===== config.mk =====
export PLATFORM = sky130hd
export DESIGN_NAME = doip_header_deframer
export DESIGN_NICKNAME = d
export VERILOG_FILES = /design/src/design/dhd_pkg.sv /design/src/design/dhd_in_stage.sv /design/src/design/dhd_parser.sv /design/src/design/dhd_out_stage.sv /design/src/design/doip_header_deframer.sv
export SDC_FILE = /design/constraint.sdc
export NUM_CORES = 1
export LEC_CHECK = 0
export ABC_AREA = 1
export BUFFER_PORTS_ARGS = -buffer_cell sky130_fd_sc_hd__buf_2
export CORE_MARGIN = 1.5
export CORE_UTILIZATION = 50
export CTS_CLUSTER_DIAMETER = 60
export DETAILED_ROUTE_END_ITERATION = 8
export GPL_TIMING_DRIVEN = 0
export PLACE_DENSITY = 0.69
export SYNTH_ARGS = -nofsm -noshare
export SYNTH_HDL_FRONTEND = slang
export SYNTH_HIERARCHICAL = 1
export SYNTH_SLANG_ARGS = --single-unit

===== constraint.sdc =====
create_clock -name i_clk -period 7.2 [get_ports i_clk]
set_input_delay 1.44 -clock i_clk [delete_from_list [all_inputs] [get_ports i_clk]]
set_output_delay 1.44 -clock i_clk [all_outputs]
set_load 0.02 [all_outputs]

===== src/design/dhd_pkg.sv =====
// ----------------------------------------------------------------------------
// dhd_pkg
// Shared types, constants and the minimum payload length table for the
// DoIP header deframer.
// ----------------------------------------------------------------------------
package dhd_pkg;

    localparam int HEADER_BYTES = 8;
    localparam int CFG_INDEX_W  = 2;
    localparam int CFG_DATA_W   = 1;
    localparam int MIN_LEN_W    = 6;

    localparam logic [CFG_INDEX_W-1:0] CFG_CHECK_VERSION    = 2'd0;
    localparam logic [CFG_INDEX_W-1:0] CFG_TOLERATE_VERSION = 2'd1;

    localparam logic [1:0] STATUS_OK          = 2'd0;
    localparam logic [1:0] STATUS_TOO_SMALL   = 2'd1;
    localparam logic [1:0] STATUS_BAD_VERSION = 2'd2;
    localparam logic [1:0] STATUS_BAD_LENGTH  = 2'd3;

    localparam int POS_VERSION = 0;
    localparam int POS_INVERSE = 1;
    localparam int POS_TYPE_HI = 2;
    localparam int POS_TYPE_LO = 3;
    localparam int POS_LEN_3   = 4;
    localparam int POS_LEN_2   = 5;
    localparam int POS_LEN_1   = 6;
    localparam int POS_LEN_0   = 7;

    localparam logic [15:0] TYPE_NACK          = 16'h0000;
    localparam logic [15:0] TYPE_VEH_ANNOUNCE  = 16'h0004;
    localparam logic [15:0] TYPE_ROUTE_REQ     = 16'h0005;
    localparam logic [15:0] TYPE_ROUTE_RSP     = 16'h0006;
    localparam logic [15:0] TYPE_ALIVE_RSP     = 16'h0008;
    localparam logic [15:0] TYPE_ENTITY_STATUS = 16'h4002;
    localparam logic [15:0] TYPE_POWER_MODE    = 16'h4004;
    localparam logic [15:0] TYPE_DIAG_MSG      = 16'h8001;
    localparam logic [15:0] TYPE_DIAG_ACK      = 16'h8002;
    localparam logic [15:0] TYPE_DIAG_NACK     = 16'h8003;

    typedef struct packed {
        logic [7:0] in_byte;
        logic       buffer_end;
    } t_in_req;

    typedef struct packed {
        logic        data_valid;
        logic [7:0]  payload_out;
        logic        verdict_valid;
        logic [1:0]  status;
        logic [7:0]  proto_version;
        logic [7:0]  inv_version;
        logic [15:0] type_code;
        logic [31:0] length_field;
    } t_out_req;

    typedef struct packed {
        logic check_version;
        logic tolerate_bad_version;
    } t_cfg;

    function automatic logic [MIN_LEN_W-1:0] min_payload(input logic [15:0] type_code);
        logic [MIN_LEN_W-1:0] len;
        case (type_code)
            TYPE_NACK:          len = 6'd3;
            TYPE_VEH_ANNOUNCE:  len = 6'd32;
            TYPE_ROUTE_REQ:     len = 6'd7;
            TYPE_ROUTE_RSP:     len = 6'd9;
            TYPE_ALIVE_RSP:     len = 6'd2;
            TYPE_ENTITY_STATUS: len = 6'd5;
            TYPE_POWER_MODE:    len = 6'd1;
            TYPE_DIAG_MSG:      len = 6'd4;
            TYPE_DIAG_ACK:      len = 6'd3;
            TYPE_DIAG_NACK:     len = 6'd3;
            default:            len = 6'd0;
        endcase
        return len;
    endfunction

endpackage


===== src/design/dhd_in_stage.sv =====
// ----------------------------------------------------------------------------
// dhd_in_stage
// Input register: holds one accepted request until the parser takes it.
// ----------------------------------------------------------------------------
module dhd_in_stage
    import dhd_pkg::*;
(
    input  logic    i_clk,
    input  logic    i_rst_n,
    input  logic    i_valid,
    input  t_in_req i_req,
    output logic    o_stall,
    output logic    o_valid,
    output t_in_req o_req,
    input  logic    i_take
);

    logic    r_valid;
    logic    n_valid;
    t_in_req r_req;
    logic    accept;

    assign o_stall = r_valid && !i_take;
    assign accept  = i_valid && !o_stall;
    assign o_valid = r_valid;
    assign o_req   = r_req;

    always_comb begin
        n_valid = r_valid;
        if (accept) begin
            n_valid = 1'b1;
        end else if (i_take) begin
            n_valid = 1'b0;
        end
    end

    always_ff @(posedge i_clk) begin
        if (!i_rst_n) begin
            r_valid <= 1'b0;
        end else begin
            r_valid <= n_valid;
        end
        if (accept) begin
            r_req <= i_req;
        end
    end

endmodule


===== src/design/dhd_parser.sv =====
// ----------------------------------------------------------------------------
// dhd_parser
// Header gathering, checks, payload countdown and discard; one request per
// cycle when fired.
// ----------------------------------------------------------------------------
module dhd_parser
    import dhd_pkg::*;
#(
    parameter int HeaderBytes = HEADER_BYTES
)
(
    input  logic     i_clk,
    input  logic     i_rst_n,
    input  logic     i_fire,
    input  t_in_req  i_req,
    input  t_cfg     i_cfg,
    output logic     o_result_valid,
    output t_out_req o_result
);

    localparam int IdxW = $clog2(HeaderBytes + 1);
    localparam logic [IdxW-1:0] LastIdx    = IdxW'(HeaderBytes - 1);
    localparam logic [IdxW-1:0] PayloadIdx = IdxW'(HeaderBytes);

    logic [IdxW-1:0] r_index,     n_index;
    logic [7:0]      r_version,   n_version;
    logic [7:0]      r_inverse,   n_inverse;
    logic [15:0]     r_type,      n_type;
    logic [31:0]     r_length,    n_length;
    logic [31:0]     r_remaining, n_remaining;
    logic            r_short,     n_short;
    logic            r_discard,   n_discard;

    logic       verdict;
    logic [1:0] verdict_status;
    logic       verdict_error;
    logic       bad_version;
    logic       too_short;
    logic [7:0] b;
    logic       fin;

    always_comb begin
        b              = i_req.in_byte;
        fin            = i_req.buffer_end;
        n_index        = r_index;
        n_version      = r_version;
        n_inverse      = r_inverse;
        n_type         = r_type;
        n_length       = r_length;
        n_remaining    = r_remaining;
        n_short        = r_short;
        n_discard      = r_discard;
        verdict        = 1'b0;
        verdict_status = STATUS_OK;
        verdict_error  = 1'b0;
        bad_version    = 1'b0;
        too_short      = 1'b0;
        o_result_valid = 1'b0;
        o_result       = '0;

        if (r_discard) begin
            if (fin) begin
                n_discard = 1'b0;
                n_index   = '0;
            end
        end else if (r_index < PayloadIdx) begin
            if (r_index == '0) begin
                n_version = '0;
                n_inverse = '0;
                n_type    = '0;
                n_length  = '0;
            end
            case (r_index)
                IdxW'(POS_VERSION): n_version       = b;
                IdxW'(POS_INVERSE): n_inverse       = b;
                IdxW'(POS_TYPE_HI): n_type[15:8]    = b;
                IdxW'(POS_TYPE_LO): n_type[7:0]     = b;
                IdxW'(POS_LEN_3):   n_length[31:24] = b;
                IdxW'(POS_LEN_2):   n_length[23:16] = b;
                IdxW'(POS_LEN_1):   n_length[15:8]  = b;
                IdxW'(POS_LEN_0):   n_length[7:0]   = b;
                default: ;
            endcase
            n_index = r_index + 1'b1;

            if (r_index != LastIdx) begin
                if (fin) begin
                    verdict        = 1'b1;
                    verdict_status = STATUS_TOO_SMALL;
                    verdict_error  = 1'b1;
                end
            end else begin
                bad_version = i_cfg.check_version && ((n_version ^ n_inverse) != 8'hFF)
                              && !i_cfg.tolerate_bad_version;
                too_short   = n_length < 32'(min_payload(n_type));
                if (bad_version) begin
                    verdict        = 1'b1;
                    verdict_status = STATUS_BAD_VERSION;
                    verdict_error  = 1'b1;
                end else begin
                    n_short = too_short;
                    if (n_length == '0) begin
                        verdict        = 1'b1;
                        verdict_status = too_short ? STATUS_BAD_LENGTH : STATUS_OK;
                        verdict_error  = too_short;
                    end else if (fin) begin
                        verdict        = 1'b1;
                        verdict_status = STATUS_TOO_SMALL;
                        verdict_error  = 1'b1;
                    end else begin
                        n_remaining = n_length;
                    end
                end
            end
        end else begin
            o_result_valid       = 1'b1;
            o_result.data_valid  = 1'b1;
            o_result.payload_out = b;
            n_remaining          = r_remaining - 1'b1;
            if (r_remaining == 32'd1) begin
                verdict        = 1'b1;
                verdict_status = r_short ? STATUS_BAD_LENGTH : STATUS_OK;
                verdict_error  = r_short;
            end else if (fin) begin
                verdict        = 1'b1;
                verdict_status = STATUS_TOO_SMALL;
                verdict_error  = 1'b1;
            end
        end

        if (verdict) begin
            o_result_valid         = 1'b1;
            o_result.verdict_valid = 1'b1;
            o_result.status        = verdict_status;
            o_result.proto_version = n_version;
            o_result.inv_version   = n_inverse;
            o_result.type_code     = n_type;
            o_result.length_field  = n_length;
            n_index                = '0;
            n_discard              = verdict_error && !fin;
        end
    end

    always_ff @(posedge i_clk) begin
        if (!i_rst_n) begin
            r_index   <= '0;
            r_discard <= 1'b0;
            r_short   <= 1'b0;
        end else if (i_fire) begin
            r_index   <= n_index;
            r_discard <= n_discard;
            r_short   <= n_short;
        end
        if (i_fire) begin
            r_version   <= n_version;
            r_inverse   <= n_inverse;
            r_type      <= n_type;
            r_length    <= n_length;
            r_remaining <= n_remaining;
        end
    end

endmodule


===== src/design/dhd_out_stage.sv =====
// ----------------------------------------------------------------------------
// dhd_out_stage
// Result register: holds one result request until the receiver takes it.
// ----------------------------------------------------------------------------
module dhd_out_stage
    import dhd_pkg::*;
(
    input  logic     i_clk,
    input  logic     i_rst_n,
    input  logic     i_load,
    input  t_out_req i_req,
    output logic     o_free,
    output logic     o_valid,
    output t_out_req o_req,
    input  logic     i_stall
);

    logic     r_valid;
    logic     n_valid;
    t_out_req r_req;

    assign o_free  = !r_valid || !i_stall;
    assign o_valid = r_valid;
    assign o_req   = r_req;

    always_comb begin
        n_valid = r_valid;
        if (i_load) begin
            n_valid = 1'b1;
        end else if (!i_stall) begin
            n_valid = 1'b0;
        end
    end

    always_ff @(posedge i_clk) begin
        if (!i_rst_n) begin
            r_valid <= 1'b0;
        end else begin
            r_valid <= n_valid;
        end
        if (i_load) begin
            r_req <= i_req;
        end
    end

endmodule


===== src/design/doip_header_deframer.sv =====
// ----------------------------------------------------------------------------
// doip_header_deframer
// Splits a byte stream into DoIP messages: header capture, checks, payload
// forwarding and one verdict per message.
// ----------------------------------------------------------------------------
// Usage:
//   Input channel i_in_valid / i_in_req / o_in_stall carries one byte per
//   request with a buffer-end flag on the last byte of a received buffer.
//   Output channel o_out_valid / o_out_req / i_out_stall carries at most one
//   result request per byte: a forwarded payload byte, a verdict, or both.
//   Header bytes without a verdict and discarded bytes give no result.
//   A byte accepted into the input register is parsed by the combinational
//   parse step and its result is then loaded into the result register.
//   Throughput: one byte per cycle while the receiver does not stall, set by
//   the combinational parse step between the two registers.
//   Receiver stall holds the result register; the parse step then waits and
//   the input register fills, after which o_in_stall rises.
//   Reset: awaiting the first header byte, not discarding, version check
//   enabled, bad versions rejected. Write i_cfg_* only while idle.
// ----------------------------------------------------------------------------
module doip_header_deframer
    import dhd_pkg::*;
#(
    parameter int HeaderBytes = HEADER_BYTES
)
(
    input  logic                   i_clk,
    input  logic                   i_rst_n,
    input  logic                   i_in_valid,
    input  t_in_req                i_in_req,
    output logic                   o_in_stall,
    output logic                   o_out_valid,
    output t_out_req               o_out_req,
    input  logic                   i_out_stall,
    input  logic                   i_cfg_we,
    input  logic [CFG_INDEX_W-1:0] i_cfg_index,
    input  logic [CFG_DATA_W-1:0]  i_cfg_wdata
);

    t_cfg     r_cfg;
    logic     pend_valid;
    t_in_req  pend_req;
    logic     out_free;
    logic     fire;
    logic     result_valid;
    t_out_req result;

    assign fire = pend_valid && out_free;

    always_ff @(posedge i_clk) begin
        if (!i_rst_n) begin
            r_cfg.check_version        <= 1'b1;
            r_cfg.tolerate_bad_version <= 1'b0;
        end else if (i_cfg_we) begin
            case (i_cfg_index)
                CFG_CHECK_VERSION:    r_cfg.check_version        <= i_cfg_wdata[0];
                CFG_TOLERATE_VERSION: r_cfg.tolerate_bad_version <= i_cfg_wdata[0];
                default: ;
            endcase
        end
    end

    dhd_in_stage u_in_stage (
        .i_clk   (i_clk),
        .i_rst_n (i_rst_n),
        .i_valid (i_in_valid),
        .i_req   (i_in_req),
        .o_stall (o_in_stall),
        .o_valid (pend_valid),
        .o_req   (pend_req),
        .i_take  (fire)
    );

    dhd_parser #(
        .HeaderBytes (HeaderBytes)
    ) u_parser (
        .i_clk          (i_clk),
        .i_rst_n        (i_rst_n),
        .i_fire         (fire),
        .i_req          (pend_req),
        .i_cfg          (r_cfg),
        .o_result_valid (result_valid),
        .o_result       (result)
    );

    dhd_out_stage u_out_stage (
        .i_clk   (i_clk),
        .i_rst_n (i_rst_n),
        .i_load  (fire && result_valid),
        .i_req   (result),
        .o_free  (out_free),
        .o_valid (o_out_valid),
        .o_req   (o_out_req),
        .i_stall (i_out_stall)
    );

endmodule

Word-level counts from Yosys, hierarchy flattened
Index checks and enable logic that the tools add are counted.
- flip-flop bits (word level): 191
- input bits: 17
- output and inout port bits: 78
- logic and storage cells: 167
- $add $sub $neg: 2
- $lt $le $gt $ge: 2
- equality and inequality tests: 26
- mux-type cells: 82
- bitwise gates (word level): 5
- reductions and logical operators: 28
- operators by type and width (operator ; count):
    two-way mux 32 bit ; 8
    two-way mux 8 bit ; 29
    two-way mux 67 bit ; 1
    == test 16 bit (second input constant) ; 3
    == test 16 x 3 -> 1 bit (second input constant) ; 3
    two-way mux 16 bit ; 3
    case mux 6 bit (8 select lines) ; 1
    == test 16 x 15 -> 1 bit (second input constant) ; 2
    == test 32 x 1 -> 1 bit (second input constant) ; 1
    zero test 32 bit ; 1
    < comparator 32 x 6 -> 1 bit ; 1
    subtractor 32 x 1 -> 32 bit (second input constant) ; 1
    two-way mux 1 bit ; 24
    two-way mux 6 bit ; 3
    == test 16 x 4 -> 1 bit (second input constant) ; 1
    == test 4 x 3 -> 1 bit (second input constant) ; 4
    zero test 16 bit ; 1
    two-way mux 2 bit ; 8
    two-way mux 4 bit ; 4
    two-way mux 9 bit ; 1
    == test 4 x 2 -> 1 bit (second input constant) ; 2
    inequality test 2 bit (second input constant) ; 4
    inequality test 8 bit (second input constant) ; 1
    XOR 8 bit ; 1
    21 further kinds ; 37

Longest topological paths before layout
Gate-level depths: netlist (run 1).
- word-level depth: 19
- depth in mapped cells: 27
- mapped depth without buffers: 26

Modules after synthesis
The synthesis (run 1) kept the hierarchy.
- modules (own cells, without submodules) (module ; instances ; cells each ; area an instance (sq um) ; sequential area each (sq um)):
    dhd_parser ; 1 ; 997 ; 7318.3 ; 3002.9
    dhd_out_stage ; 1 ; 81 ; 2324.7 ; 2302.2
    dhd_in_stage ; 1 ; 17 ; 320.3 ; 290.3
    doip_header_deframer ; 1 ; 18 ; 111.4 ; 40.0

Least setup slack after synthesis (run 1)
Ideal clock, no wire load.
- path kind: input-to-reg
- start point: in i_out_stall
- end point: reg u_parser.r_remaining[0], enable pin
- setup time: 0.474 ns
- arrival: 5.518 ns
- required time: 6.726 ns
- setup slack: 1.207 ns
- stages on the path: 5
- path through: nand2_2 nand2_1 inv_1 inv_1 a221oi_1
- longest elaborated chain between the ends: 4
- RTL lines (item ; RTL line ; source):
    start, declared ; doip_header_deframer.sv:34 ; input logic i_out_stall,
    zero test 1 bit ; dhd_out_stage.sv:22 ; assign o_free = !r_valid || !i_stall;
    logical OR 1 bit ; dhd_out_stage.sv:22 ;
    logical AND 1 bit ; doip_header_deframer.sv:48 ; assign fire = pend_valid && out_free;
    net fire ; doip_header_deframer.sv:44 ; logic fire;
    AND reduction 6 bit (no line) ; n/a ;
    end signal, assigned ; dhd_parser.sv:159 ; r_remaining <= n_remaining;
    end, declared ; dhd_parser.sv:30 ; logic [31:0] r_remaining, n_remaining;
The timed path passes the listed nets, and every way through them passes these cells.
A chain may end at the register's enable or synchronous reset.

Worst setup path after layout (run 1)
- start point: in i_out_stall
- end point: out o_in_stall
- longest elaborated chain between the ends: 5
- RTL lines (item ; RTL line ; source):
    zero test 1 bit ; dhd_out_stage.sv:22 ;
    logical OR 1 bit ; dhd_out_stage.sv:22 ;
    net out_free ; doip_header_deframer.sv:43 ; logic out_free;
    logical AND 1 bit ; doip_header_deframer.sv:48 ;
    net fire ; doip_header_deframer.sv:44 ;
    zero test 1 bit ; dhd_in_stage.sv:23 ; assign o_stall = r_valid && !i_take;
    logical AND 1 bit ; dhd_in_stage.sv:23 ;
    end, declared ; doip_header_deframer.sv:31 ; output logic o_in_stall,
The timed path passes the listed nets, and every way through them passes these cells.

==> impl_metrics.csv, run 1 <==
group,metric,value,unit
routing,dr.pass1.iters,5,
final_layout,drive_above_1_share,17.1,%
synthesis,syn-num-nets,1140,
final_layout,nets,1257,
timing,fin_crit,4310,ps
timing,layout_worst_path_cycle_share,59.9,%
timing,fmax,232,MHz
die,die_area,0.0210,mm²
hold_path,worstHoldPathType,"flip-flop to flip-flop",
critical_path,critPathKind,"primary input to output pin",
synthesis,synth_warnings,6,
critical_path,slowest_delay,690,ps
timing,finClkSkew,6.62,ps
synthesis,syn-instance-count,1113,
timing,slew_viol_final,0,
synthesis,synth_area_leader_cell,"edfxtp_1",
timing,final_hold_viol_count,0,
global_routing,grt_use_total,24.9,%
die,ios,95,
critical_path,cp.arrival,2870,ps
timing,max-slew-margin-rel,38.2,%
routing,avgRoutedWirePerCell,17.2,µm
routing,remaining_drc_errors,0,
global_routing,grt_pass1_vias,7697,
timing,finalSetupTns,0,ps
flow_run,maxCapViolCount,0,
power,power,2.65,mW
place,placedCellCount,1476,
clock_network,clockBufferDepth,2,
final_layout,design_area,0.0115,mm²
power,power.density,230,mW/mm²
critical_path,worst_path_max_delay_cell,"inv_4",
clock_network,cts_hold_buf,0,
routing,drtIter0Drc,773,
synthesis,seq_area_frac_synth,55.9,%
power,ir_worst_vdd,0.174,mV
synthesis,yosysTopAreaCellShare,53.9,%
synthesis,avgSynthCellArea,9.05,µm²
clock_network,cts-root-buf,"clkbuf_16",
final_layout,antennaDiodeCount,0,
place,dp_hpwl,17.9,mm
routing,viasPerCell,5.37,
clock_network,cts_tree,"done",
final_layout,final_common_cell,"nand2_1",
critical_path,crit_required,5760,ps
die,rows,51,
critical_path,crit_fanout,68,
routing,vias,8101,
final_layout,area_growth_syn_to_layout,14.3,%
global_routing,grt_remaining_overflow,0,
routing,antenna_left,0,
critical_path,start_kind,"primary input",
clock_network,clock_latency,430,ps
place,io_buffers,94,
place,routabilityCongestion,0.972,
critical_path,crit_path_cell_trace,"buf_2 > nand2_2 > nand2_1 > inv_4 > inv_1 > nand2_2 > inv_2 > buf_2",
synthesis,synth_area_leaders,"edfxtp_1 54%, nand2_1 8.6%, inv_1 5.8%",
power,leakagePower,4.54,nW
die,die_w,145,µm
die,start_util,51.4,%
final_layout,fin_cells,1508,
clock_network,clock-sinks,191,
global_routing,grt_pass1_wl,40.7,mm
synthesis,yosys_register_bits,191,
clock_network,cts_resized,0,
timing,rsz0062_at_grt,"false",
place,postPlaceCellArea,0.0110,mm²
clock_network,clk_pin_slew,70,ps
routing,routed_wl,25.9,mm
die,dieHeight,145,µm
global_routing,grt_max_degree,69,
final_layout,most-common-layout-cells,"232 x nand2_1, 181 x edfxtp_1, 154 x inv_1, 134 x nor2_1, 100 x buf_2",
clock_network,cts.htree.levels,4,
clock_network,cts_buffers,17,
synthesis,syn-cell-area,0.0101,mm²
synthesis,synth.distinct_cells,55,
clock_network,postCtsSetupBuffers,0,
global_routing,antenna_found_initial,0,
die,core,0.0196,mm²
run_status,status,"complete, no violations",
timing,worst_pin_slew,927,ps
critical_path,end_kind,"output pin",
timing,setup_viol,0,
-- critical path: cells and delay by family --
family / cells / cell delay (ps)
buffers and inverters: 5 / 1110
and+or+nand+nor: 3 / 320
-- logic make-up after synthesis --
family | after synthesis | synth area share [%]
xor gates and xnor gates | 19 | 1.65
buffers and inverters | 212 | 9.05
and+or+nand+nor | 496 | 21.8
AOI/OAI and AO/OA | 185 | 10.3
adders and majority gates | 10 | 1.24
DFF | 191 | 55.9
-- registers in the layout, indices dropped and copies added (netlist names) --
register,count
u_parser/r_type,16
u_parser/r_remaining,32
u_parser/r_index,4
u_out_stage/o_valid,1
u_in_stage/o_req,9
u_parser/r_length,32
u_parser/r_short,1
u_parser/r_discard,1
u_parser/r_version,8
u_in_stage/o_valid,1
r_cfg,2
u_parser/r_inverse,8
u_out_stage/o_req,76
-- area by class of cell --
cell class / count / area [µm²]
Fill cell: 1768 / 8070
Sequential cell: 191 / 5640
Multi-Input combinational cell: 710 / 3550
Inverter: 170 / 648
Timing Repair Buffer: 98 / 548
Clock buffer: 23 / 478
Tap cell: 265 / 332
Buffer: 42 / 267
Clock inverter: 9 / 57.6
-- path summary, 6_finish.rpt --
path | from | end | slack (ps) | depth (start not counted)
setup / recovery | i_out_stall | o_in_stall | 2890 | 8
hold / removal | r_cfg[1] | r_cfg[1] | 470 | 2
hold reg to reg | r_cfg[1] | r_cfg[1] | 470 | 2
setup reg to reg | u_parser/r_index[0] | u_out_stage/o_req[2] | 3200 | 18
-- cells in the mapped netlist (all sizes together) --
cell type,number
and3,1
o21a,1
a221oi,1
or2,2
a32o,1
xnor2,6
xor2,13
a2bb2oi,1
o22ai,8
nor3b,1
nor3,9
or4,1
o211ai,2
nand2,241
nand3,68
o41ai,2
o21ai,121
or3,2
edfxtp,181
inv,167
a211oi,2
and2,2
ha,10
dfxtp,10
buf,22
clkbuf,20
a31oi,11
a22oi,2
nor4,7
nor2,154
clkinv,3
a21oi,33
nand4,8
-- where the power goes --
group | switching (mW) | internal [mW]
combinational | 0.319 | 0.133
clock | 0.407 | 0.470
sequential | 0.0271 | 1.30
-- metal layers --
| layer | part of all wire, % | GRT usage [%] | vias to the layer above |
|---|---|---|---|
| li1 | - | - | 3929 |
| met1 | 42 | 32.9 | 3785 |
| met2 | 48 | 40.9 | 332 |
| met3 | 7.7 | 5.06 | 55 |
| met4 | 2.5 | 8.97 | 0 |
| met5 | 0 | 0 | - |
-- per-stage QoR --
step           utilization [%]  hold WS [ps]  worst slack (ps)
2_1_floorplan                -           429              1210
3_3_place_gp              55.5           448             -1010
3_5_place_dp              56.1           463              2860
4_1_cts                   58.8           480              2860
5_1_grt                   58.8           494              2780
6_report                  58.8           474              2890
No activity file was read; power rests on OpenSTA's default activity.
==> run 2: changes to the inputs <==
clock period = 4 ns   (was 7.2 ns; I/O delays follow)
==> run 2 against run 1 <==
  * Flip-flop and latch count stayed put
  * Critical path type is now flip-flop to flip-flop
  * Via count grew 1.5%
  * Largest cell class unchanged
  * Die area did not move
  * Critical endpoint is now u_out_stage/o_req[13]
  * Power grew 80%
  * Clock power increased by 79%
==> impl_metrics.csv, run 2 (synthesized netlist as in run 1, its figures left out) <==
group,metric,value,unit
final_layout,final_common_cell,"nand2_1",
die,ios,95,
global_routing,grt_remaining_overflow,0,
hold_path,worstHoldPathType,"flip-flop to flip-flop",
global_routing,grt_pass1_vias,7727,
place,dp_hpwl,18.0,mm
clock_network,cts.htree.levels,4,
routing,drtIter0Drc,794,
die,die_w,145,µm
critical_path,slowest_delay,360,ps
timing,slew_viol_final,0,
routing,vias,8220,
timing,setup_viol,0,
global_routing,met1_usage,33.2,%
routing,remaining_drc_errors,0,
clock_network,cts_buffers,17,
routing,antenna_left,0,
global_routing,grt_pass1_wl,40.7,mm
timing,layout_worst_path_cycle_share,91.8,%
flow_run,maxCapViolCount,0,
routing,avgRoutedWirePerCell,17.2,µm
place,io_buffers,94,
clock_network,clock_latency,430,ps
timing,max-slew-margin-rel,36.7,%
critical_path,end_kind,"flip-flop",
critical_path,start_kind,"flip-flop",
global_routing,antenna_found_initial,0,
timing,finalSetupTns,0,ps
clock_network,clk_pin_slew,70,ps
timing,rsz0062_at_grt,"false",
clock_network,cts_resized,0,
power,ir_worst_vdd,0.327,mV
die,dieHeight,145,µm
power,power.density,411,mW/mm²
critical_path,crit_required,4120,ps
critical_path,cpMostUsedCell,"nand2_1",
final_layout,drive_above_1_share,17.2,%
routing,routed_wl,26.0,mm
place,routabilityCongestion,0.956,
clock_network,cts_hold_buf,0,
die,core,0.0196,mm²
timing,finClkSkew,8.92,ps
critical_path,critPathKind,"flip-flop to flip-flop",
final_layout,area_growth_syn_to_layout,14.9,%
critical_path,worst_path_max_delay_cell,"dfxtp_1",
final_layout,largest_reg_flops,76,
run_status,status,"complete, no violations",
clock_network,cts-root-buf,"clkbuf_16",
final_layout,antennaDiodeCount,0,
global_routing,busiest_layer,"met2",
timing,final_hold_viol_count,0,
clock_network,clock-sinks,191,
final_layout,nets,1262,
critical_path,crit_fanout,34,
place,placedCellCount,1475,
routing,viasPerCell,5.44,
final_layout,final_util,59.1,%
die,rows,51,
power,leakagePower,4.56,nW
final_layout,seqCellArea,0.00564,mm²
clock_network,cts_tree,"done",
final_layout,most-common-layout-cells,"232 x nand2_1, 181 x edfxtp_1, 154 x inv_1, 134 x nor2_1, 100 x buf_2",
die,start_util,51.4,%
global_routing,use_met3,4.62,%
critical_path,crit_path_cell_trace,"inv_1 > ha_1 > inv_2 > nor2_2 > o22ai_1 > nor4_1 > nand2_1 > nor2_1 > nand3_2 > inv_2 > nor2_1 > nand2_1 > nand3_2 > nand2_1 > inv_1 > nor2_4 > buf_16 > buf_12",
final_layout,nFillCells,1723,
global_routing,grt_max_degree,69,
clock_network,clockBufferDepth,2,
global_routing,grt_use_total,25.0,%
critical_path,cp.arrival,3790,ps
timing,fin_crit,3670,ps
die,die_area,0.0210,mm²
timing,worst_pin_slew,947,ps
routing,dr.pass1.iters,5,
global_routing,use_met2,40.8,%
final_layout,multi_input_comb_area,0.00356,mm²
timing,fmax,272,MHz
final_layout,fin_cells,1512,
run 2: final timing paths:
kind                                          start                    end  slack, ps  depth (start not counted)
worst max register to register  u_parser/r_index[0]  u_out_stage/o_req[13]        330                         18
worst min register to register             r_cfg[1]               r_cfg[1]        460                          2
worst max-delay path            u_parser/r_index[0]  u_out_stage/o_req[13]        330                         18
worst min-delay path                       r_cfg[1]               r_cfg[1]        460                          2
run 2: area by class of cell:
cell class / instances / share of cell area [%]
tap: 265 / 2.86
multi-input combinational: 711 / 30.7
buffer: 42 / 2.30
clock buffer: 18 / 3.71
inverter: 170 / 5.60
clock inverter: 13 / 0.865
sequential: 191 / 48.7
timing repair buffer: 102 / 5.25
run 2: through the flow:
step	worst slack, ps	total power [mW]	hold WS [ps]	instance area (µm²)
2_1_floorplan	115	2.98	429	10100
3_3_place_gp	-1300	3.20	448	10900
3_5_place_dp	-75.3	3.22	455	11000
4_1_cts	98.7	4.78	471	11500
5_1_grt	101	4.96	499	11600
6_report	329	4.76	464	11600
run 2: layer usage:
| layer | wire length, µm | part of all wire (%) |
|---|---|---|
| met5 | 0 | 0 |
| met4 | 707 | 2.7 |
| met3 | 1870 | 7.2 |
| met2 | 12300 | 47 |
| met1 | 11200 | 43 |
run 2: critical path, delay by kind of cell, from the launching register on:
family | cells | cell delay, ps
buf+inv | 6 | 810
fa+ha+maj | 1 | 330
flops | 1 | 360
simple gates | 10 | 1640
compound gates | 1 | 190
run 2: repair_timing:
action	4_1_cts	5_1_grt
pin swaps	1	2
gates cloned	1	0
endpoints found under the setup margin	34	51
buffers inserted	0	5
run 2: power breakdown:
group          internal [mW]  switching [mW]
Sequential              2.33          0.0491
Clock                  0.843           0.722
Combinational          0.240           0.576
Total                   3.42            1.35
